### src/mavf_pkg.sv
// Shared types and constants for the moving average filter.
package mavf_pkg;

  localparam int SAMPLE_W = 32;
  localparam int CFG_W    = 7;
  localparam logic [CFG_W-1:0] WINDOW_RESET = 7'd8;

  typedef enum logic [2:0] {
    ST_IDLE,
    ST_LOAD,
    ST_ADD,
    ST_DIV_LOAD,
    ST_DIV,
    ST_DONE
  } state_t;

  typedef struct packed {
    logic clear;
    logic load;
    logic shift;
  } acc_ctrl_t;

  typedef struct packed {
    logic load;
    logic shift;
  } div_ctrl_t;

endpackage

### src/moving_average_filter_top.sv
// Moving average filter top level: control sequencer, window state and output register.
//
//   channel | signals                          | moves
//   --------+----------------------------------+-------------------------------
//   cfg     | cfg_write_en, cfg_write_data     | window_length, empties store
//   in      | in_valid, in_ready, sample       | one Q16.16 sample word
//   out     | out_valid, out_ready, filtered,  | pass-through or mean word
//           | averaged                         |
//
// A word passes through the bit-serial sum update while the window fills, and through the
// divider as well once it is full; SUM_W = 32 + clog2(MAX_WINDOW). The bit-serial
// sum update and the bit-serial divider each take one bit a cycle.
// rst is synchronous; it empties the store and sets window_length to 8.
// in_ready is high in idle only; a finished word waits in the output register while the
// next word is taken, and the sequencer holds at the end until that register is free.
module moving_average_filter_top #(
  parameter int MAX_WINDOW = 64
) (
  input  logic                                 clk,
  input  logic                                 rst,
  input  logic                                 cfg_write_en,
  input  logic [mavf_pkg::CFG_W-1:0]           cfg_write_data,
  input  logic                                 in_valid,
  output logic                                 in_ready,
  input  logic signed [mavf_pkg::SAMPLE_W-1:0] sample,
  output logic                                 out_valid,
  input  logic                                 out_ready,
  output logic signed [mavf_pkg::SAMPLE_W-1:0] filtered,
  output logic                                 averaged
);

  localparam int PTR_W = $clog2(MAX_WINDOW);
  localparam int LEN_W = $clog2(MAX_WINDOW + 1);
  localparam int SUM_W = mavf_pkg::SAMPLE_W + PTR_W;
  localparam int CNT_W = $clog2(SUM_W);
  localparam int CMP_W = (LEN_W > mavf_pkg::CFG_W) ? LEN_W : mavf_pkg::CFG_W;

  mavf_pkg::state_t state;
  mavf_pkg::state_t state_next;

  logic [mavf_pkg::CFG_W-1:0]           window_length;
  logic [LEN_W-1:0]                     fill_count;
  logic [PTR_W-1:0]                     oldest_pos;
  logic                                 fill_mode;
  logic signed [mavf_pkg::SAMPLE_W-1:0] sample_hold;
  logic [CNT_W-1:0]                     bit_cnt;

  logic [CMP_W-1:0]                     wl_ext;
  logic [LEN_W-1:0]                     len_eff;
  logic [PTR_W-1:0]                     pos_eff;
  logic [LEN_W-1:0]                     pos_inc;
  logic [PTR_W-1:0]                     ring_addr;
  logic                                 fill_now;
  logic                                 accept;
  logic                                 out_load;
  logic [mavf_pkg::SAMPLE_W-1:0]        ring_rdata;
  logic signed [mavf_pkg::SAMPLE_W-1:0] old_word;
  logic                                 sum_negative;
  logic [SUM_W-1:0]                     sum_magnitude;
  logic signed [mavf_pkg::SAMPLE_W-1:0] mean;
  mavf_pkg::acc_ctrl_t                  acc_ctrl;
  mavf_pkg::div_ctrl_t                  div_ctrl;

  // window length clamped to 1..MAX_WINDOW
  always_comb begin
    wl_ext = CMP_W'(window_length);
    if (window_length == '0) begin
      len_eff = LEN_W'(1);
    end else if (wl_ext > CMP_W'(MAX_WINDOW)) begin
      len_eff = LEN_W'(MAX_WINDOW);
    end else begin
      len_eff = LEN_W'(wl_ext);
    end
    pos_eff   = (LEN_W'(oldest_pos) >= len_eff) ? '0 : oldest_pos;
    pos_inc   = LEN_W'(pos_eff) + 1'b1;
    fill_now  = fill_count < len_eff;
    ring_addr = fill_now ? fill_count[PTR_W-1:0] : pos_eff;
  end

  assign accept   = in_valid && in_ready;
  assign old_word = fill_mode ? '0 : ring_rdata;

  always_comb begin
    state_next     = state;
    in_ready       = 1'b0;
    out_load       = 1'b0;
    acc_ctrl       = '0;
    acc_ctrl.clear = cfg_write_en;
    div_ctrl       = '0;
    unique case (state)
      mavf_pkg::ST_IDLE: begin
        in_ready = 1'b1;
        if (in_valid) begin
          state_next = mavf_pkg::ST_LOAD;
        end
      end
      mavf_pkg::ST_LOAD: begin
        acc_ctrl.load = 1'b1;
        state_next    = mavf_pkg::ST_ADD;
      end
      mavf_pkg::ST_ADD: begin
        acc_ctrl.shift = 1'b1;
        if (bit_cnt == '0) begin
          state_next = fill_mode ? mavf_pkg::ST_DONE : mavf_pkg::ST_DIV_LOAD;
        end
      end
      mavf_pkg::ST_DIV_LOAD: begin
        div_ctrl.load = 1'b1;
        state_next    = mavf_pkg::ST_DIV;
      end
      mavf_pkg::ST_DIV: begin
        div_ctrl.shift = 1'b1;
        if (bit_cnt == '0) begin
          state_next = mavf_pkg::ST_DONE;
        end
      end
      mavf_pkg::ST_DONE: begin
        if (!out_valid || out_ready) begin
          out_load   = 1'b1;
          state_next = mavf_pkg::ST_IDLE;
        end
      end
      default: begin
        state_next = mavf_pkg::ST_IDLE;
      end
    endcase
  end

  always_ff @(posedge clk) begin
    if (rst) begin
      state <= mavf_pkg::ST_IDLE;
    end else begin
      state <= state_next;
    end
  end

  always_ff @(posedge clk) begin
    if (rst) begin
      window_length <= mavf_pkg::WINDOW_RESET;
      fill_count    <= '0;
      oldest_pos    <= '0;
    end else if (cfg_write_en) begin
      window_length <= cfg_write_data;
      fill_count    <= '0;
      oldest_pos    <= '0;
    end else if (accept) begin
      if (fill_now) begin
        fill_count <= fill_count + 1'b1;
      end else begin
        oldest_pos <= (pos_inc >= len_eff) ? '0 : pos_inc[PTR_W-1:0];
      end
    end
  end

  always_ff @(posedge clk) begin
    if (accept) begin
      fill_mode   <= fill_now;
      sample_hold <= sample;
    end
    if (state == mavf_pkg::ST_LOAD || state == mavf_pkg::ST_DIV_LOAD) begin
      bit_cnt <= CNT_W'(SUM_W - 1);
    end else if (state == mavf_pkg::ST_ADD || state == mavf_pkg::ST_DIV) begin
      bit_cnt <= bit_cnt - 1'b1;
    end
  end

  always_ff @(posedge clk) begin
    if (rst) begin
      out_valid <= 1'b0;
    end else if (out_load) begin
      out_valid <= 1'b1;
    end else if (out_ready) begin
      out_valid <= 1'b0;
    end
  end

  always_ff @(posedge clk) begin
    if (out_load) begin
      filtered <= fill_mode ? sample_hold : mean;
      averaged <= ~fill_mode;
    end
  end

  mavf_ring #(
    .DEPTH  (MAX_WINDOW),
    .ADDR_W (PTR_W)
  ) u_ring (
    .clk    (clk),
    .access (accept),
    .addr   (ring_addr),
    .wdata  (sample),
    .rdata  (ring_rdata)
  );

  mavf_acc #(
    .SUM_W (SUM_W)
  ) u_acc (
    .clk       (clk),
    .rst       (rst),
    .ctrl      (acc_ctrl),
    .new_word  (sample_hold),
    .old_word  (old_word),
    .negative  (sum_negative),
    .magnitude (sum_magnitude)
  );

  mavf_div #(
    .SUM_W (SUM_W),
    .LEN_W (LEN_W)
  ) u_div (
    .clk      (clk),
    .ctrl     (div_ctrl),
    .dividend (sum_magnitude),
    .negative (sum_negative),
    .divisor  (len_eff),
    .quotient (mean)
  );

endmodule

### src/mavf_ring.sv
// Sample ring store: a single address port that writes and gives a registered read.
module mavf_ring #(
  parameter int DEPTH  = 64,
  parameter int ADDR_W = 6
) (
  input  logic                              clk,
  input  logic                              access,
  input  logic [ADDR_W-1:0]                 addr,
  input  logic [mavf_pkg::SAMPLE_W-1:0]     wdata,
  output logic [mavf_pkg::SAMPLE_W-1:0]     rdata
);

  logic [mavf_pkg::SAMPLE_W-1:0] mem [DEPTH];

  // read-first: the old word comes out while the new one goes in
  always_ff @(posedge clk) begin
    if (access) begin
      rdata     <= mem[addr];
      mem[addr] <= wdata;
    end
  end

endmodule

### src/mavf_acc.sv
// Bit-serial running sum update (sum + new - old) with serial negation for the magnitude.
module mavf_acc #(
  parameter int SUM_W = 38
) (
  input  logic                                 clk,
  input  logic                                 rst,
  input  mavf_pkg::acc_ctrl_t                  ctrl,
  input  logic signed [mavf_pkg::SAMPLE_W-1:0] new_word,
  input  logic signed [mavf_pkg::SAMPLE_W-1:0] old_word,
  output logic                                 negative,
  output logic [SUM_W-1:0]                     magnitude
);

  logic [SUM_W-1:0]                     sum_sr;
  logic [SUM_W-1:0]                     neg_sr;
  logic signed [mavf_pkg::SAMPLE_W-1:0] new_sr;
  logic signed [mavf_pkg::SAMPLE_W-1:0] old_sr;
  logic c_add;
  logic c_sub;
  logic c_neg;
  logic t_bit;
  logic r_bit;
  logic n_bit;
  logic o_inv;
  logic c_add_next;
  logic c_sub_next;
  logic c_neg_next;

  always_comb begin
    o_inv      = ~old_sr[0];
    t_bit      = sum_sr[0] ^ new_sr[0] ^ c_add;
    c_add_next = (sum_sr[0] & new_sr[0]) | (c_add & (sum_sr[0] ^ new_sr[0]));
    r_bit      = t_bit ^ o_inv ^ c_sub;
    c_sub_next = (t_bit & o_inv) | (c_sub & (t_bit ^ o_inv));
    n_bit      = ~r_bit ^ c_neg;
    c_neg_next = ~r_bit & c_neg;
  end

  always_ff @(posedge clk) begin
    if (rst) begin
      sum_sr <= '0;
    end else if (ctrl.clear) begin
      sum_sr <= '0;
    end else if (ctrl.shift) begin
      sum_sr <= {r_bit, sum_sr[SUM_W-1:1]};
    end
  end

  always_ff @(posedge clk) begin
    if (ctrl.load) begin
      new_sr <= new_word;
      old_sr <= old_word;
      c_add  <= 1'b0;
      c_sub  <= 1'b1;
      c_neg  <= 1'b1;
    end else if (ctrl.shift) begin
      new_sr <= new_sr >>> 1;
      old_sr <= old_sr >>> 1;
      neg_sr <= {n_bit, neg_sr[SUM_W-1:1]};
      c_add  <= c_add_next;
      c_sub  <= c_sub_next;
      c_neg  <= c_neg_next;
    end
  end

  assign negative  = sum_sr[SUM_W-1];
  assign magnitude = negative ? neg_sr : sum_sr;

endmodule

### src/mavf_div.sv
// Bit-serial restoring divider: magnitude by window length, sign restored at the end.
module mavf_div #(
  parameter int SUM_W = 38,
  parameter int LEN_W = 7
) (
  input  logic                                 clk,
  input  mavf_pkg::div_ctrl_t                  ctrl,
  input  logic [SUM_W-1:0]                     dividend,
  input  logic                                 negative,
  input  logic [LEN_W-1:0]                     divisor,
  output logic signed [mavf_pkg::SAMPLE_W-1:0] quotient
);

  logic [SUM_W-1:0]              dvd_sr;
  logic [LEN_W-1:0]              rem;
  logic [mavf_pkg::SAMPLE_W-1:0] q_sr;
  logic                          neg_r;
  logic [LEN_W:0]                trial;
  logic [LEN_W:0]                diff;
  logic                          q_bit;
  logic [LEN_W-1:0]              rem_next;

  always_comb begin
    trial    = {rem, dvd_sr[SUM_W-1]};
    diff     = trial - {1'b0, divisor};
    q_bit    = ~diff[LEN_W];
    rem_next = q_bit ? diff[LEN_W-1:0] : trial[LEN_W-1:0];
  end

  always_ff @(posedge clk) begin
    if (ctrl.load) begin
      dvd_sr <= dividend;
      rem    <= '0;
      neg_r  <= negative;
    end else if (ctrl.shift) begin
      dvd_sr <= {dvd_sr[SUM_W-2:0], 1'b0};
      rem    <= rem_next;
      q_sr   <= {q_sr[mavf_pkg::SAMPLE_W-2:0], q_bit};
    end
  end

  assign quotient = neg_r ? -q_sr : q_sr;

endmodule
### config.mk
export PLATFORM = sky130hd
export DESIGN_NAME = moving_average_filter_top
export DESIGN_NICKNAME = d
export VERILOG_FILES = /design/src/mavf_pkg.sv /design/src/moving_average_filter_top.sv /design/src/mavf_ring.sv /design/src/mavf_acc.sv /design/src/mavf_div.sv
export SDC_FILE = /design/constraint.sdc
export NUM_CORES = 2
export LEC_CHECK = 0
export BUFFER_PORTS_ARGS = -buffer_cell sky130_fd_sc_hd__buf_4
export CORE_ASPECT_RATIO = 1.5
export CORE_MARGIN = 1
export CORE_UTILIZATION = 45
export DETAILED_ROUTE_END_ITERATION = 7
export PLACE_DENSITY = 0.63
export SETUP_SLACK_MARGIN = 0.02
export SLEW_MARGIN = 20
export SYNTH_ARGS = -nofsm -noshare
export SYNTH_HDL_FRONTEND = slang
export SYNTH_HIERARCHICAL = 1
export SYNTH_SLANG_ARGS = --single-unit
export TNS_END_PERCENT = 5
### constraint.sdc
create_clock -name clk -period 7.9 [get_ports clk]
set_input_delay 0.395 -clock clk [delete_from_list [all_inputs] [get_ports clk]]
set_output_delay 0.395 -clock clk [all_outputs]
set_load 0.02 [all_outputs]
==> run metrics <==
LEAKAGE 33.0 nW; Synth area leaders edfxtp_1 (74%), mux2_2 (3.4%), mux2i_1 (3.3%); endpoint class of the critical path flop; FFs w/ async S/R, synth 0%; num ports 79; dominant cell type by area after synthesis edfxtp_1; number of global-route vias before repair 50888; RSZ-0062 raised after global routing no; main flop type after synthesis edfxtp_1; Max VDD drop 0.170 mV; setup TNS 0 ns; fraction of layout instances using a drive strength above 1 18.3%; Final Wtd Congestion 0.863; number of flops mapped to enable cells by yosys 2319; WP data arrival 6.83 ns; Initial Util 45.4%; final clock skew 0.0534 ns; DR vias/cell 6.16; placed wire-length estimate 152 mm; period utilization 79.6%; Die W 375 um; Final Hold Fails 0; CP Max Fanout 51; drt wl/cell 30.2 um; latest clock arrival within the worst-skew pair 0.87 ns; clk root buf clkbuf_16; Area growth, synth to finish 12.3%; wire length of the first global-routing pass 361 mm; H-tree Lvls 4; fin cells 8305; ANT nets after route 0; Post-layout nets 5510; Yosys top cell area share 74.3%; Sink Count 2397; DIE AREA 210000 um2; maximum root-to-sink buffer count 4; Detailed Route WL 250 mm; Slew @ Worst Pin 1.20 ns; Final min period 6.29 ns; FF+latch count, synth 2397; fin. max-slew vios 0; via count 51133; worst path required time 8.44 ns; GR Overflow Total 0; # resized after CTS 0; Cell Rows 204; TritonCTS clock tree built; Synth Cell Area 93700 um2; number of CTS-inserted buffers 218; Rel. slew slack 17.9%; final worst slack 1.61 ns; DR iter-0 viols 4882; final setup vio count 0; Max-Cap Viols 0; f_max 159 MHz; Synth cell types 83; Ys Warns 6; number of antenna violations at the first check in global routing 15; DRC 0; core area 206000 um2; Worst-path clk slew 0.07 ns; syn_nets 5386; worst min path class input pin to flop; Die Ht 561 um; crit path kind flop to flop; status finished, final reports clean; dpl cells 7864; mean post-synth cell area 17.7 um2; gr usage total 23.5%; Placement Setup Slack 1.71 ns; register area share after synthesis 76.0%; Synth Instances 5307; largest net degree at the start of global routing 110; drt first pass iters 6; CP Launch Type flop; PD cells 245 nW/um2; port bufs 78
[where the power goes]
group          total, mW  switching (mW)  internal (mW)
logic               1.22           0.823          0.396
registers           14.2           0.103           14.1
clock network       10.3            4.60           5.70
[sequential cells by signal (all words and copies together), names as in the netlist, 3 cells and up]
register       count
u_div/rem          7
u_acc/neg_sr      38
oldest_pos         6
sample_hold       32
bit_cnt            6
u_acc/new_sr      32
filtered          32
u_acc/sum_sr      38
state              3
u_div/dvd_sr      38
u_ring/rdata      32
u_div/q_sr        32
u_ring/mem      2048
u_acc/old_sr      32
window_length      7
fill_count         7
[synth_stat cells, drive strengths merged, types with 6 or more instances]
master and number:
a2111oi 15, a211oi 20, a21oi 144, a221o 15, a221oi 176, a222oi 16, a22o 68, a22oi 191
a31oi 45, and2 18, and3 87, buf 156, clkbuf 194, dfxtp 78, edfxtp 2319, ha 32
inv 36, mux2 318, mux2i 305, mux4 96, nand2 78, nand2b 26, nand3 72, nand4 10
nor2 216, nor2b 51, nor3 37, nor4 19, o21a 8, o21ai 115, o221ai 7, o22a 71
o22ai 94, o2bb2ai 15, o31ai 9, or2 6, or3 9, or4 19, or4b 14, xnor2 35
xor2 12
[path summary, 6_finish.rpt]
path | startpoint | to | slack, ns | depth (start not counted)
max | window_length[6] | u_ring/rdata[18] | 1.61 | 15
min | sample[30] | u_ring/mem[45][30] | 0.12 | 1
max reg2reg | window_length[6] | u_ring/rdata[18] | 1.61 | 15
min reg2reg | u_acc/neg_sr[22] | u_acc/neg_sr[21] | 0.42 | 0
[layout make-up]
| class | count | area (um2) |
|---|---|---|
| Fill cell | 16485 | 101000 |
| Clock buffer | 257 | 5620 |
| Multi-Input combinational cell | 2523 | 21500 |
| Clock inverter | 136 | 1200 |
| Sequential cell | 2397 | 71200 |
| Tap cell | 2678 | 3350 |
| Inverter | 37 | 146 |
| Antenna cell | 23 | 57.6 |
| Timing Repair Buffer | 254 | 2170 |
[critical path: stages, from the launching register on]
cell and delay (ns):
dfxtp_1 0.44, inv_2 0.12, nand2_1 0.17, ha_1 0.27
a21oi_1 0.16, o21a_1 0.15, o311a_1 0.75, mux2_8 0.66
inv_1 0.79, buf_4 0.38, nor2_2 0.21, buf_4 0.29
a22oi_1 0.21, a31oi_1 0.14, a2111oi_0 1.04, nand3_1 0.14
[repair_timing]
item | CTS | global route
endpoints found under the hold margin | 12 | 0
hold buffers | 24 | 0
buffers inserted | 0 | 0
[routing by layer]
metal | track usage (%) | wire [um]
met1 | 28.9 | 93100
met5 | 0 | 49
met4 | 10.1 | 11100
met2 | 41.3 | 129000
met3 | 3.11 | 16700
[cell usage in the layout, fill, tap and decap left out, types with 86 or more instances in the layout]
cell and instances:
a21oi_1 144, a221oi_1 176, a22oi_1 191, and3_1 86
buf_4 212, clkbuf_16 219, edfxtp_1 2319, mux2_2 279
mux2i_1 305, mux4_2 96, nor2_1 147, o21ai_0 107
o22ai_1 94
[cells by family (layout without fill, tap and decap cells)]
kind of cell             after synthesis  in the layout  synth area share, %
buffers and inverters                387            684                 1.86
other                                  0             23                    0
XOR/XNOR                              47             47                0.439
adder cells (fa/ha/maj)               35             35                0.491
AND/OR/NAND/NOR                      676            676                 3.72
flip-flops                          2397           2397                 76.0
multiplexers                         719            719                 9.41
AO/OA/AOI/OAI                       1046           1046                 8.11
[stage by stage]
stage                     util [%]  instance area (um2)  total power, mW  hold WS [ns]
after global routing          50.9               105000             26.4         0.124
after CTS                     50.9               105000             25.9        0.0875
after global placement        47.4                97900             15.7         0.429
final                         51.0               105000             25.7         0.116
after floorplan                  -                93700             15.1         0.403
after detailed placement      47.5                98100             15.7         0.426
(Power assumes the default switching activity.)
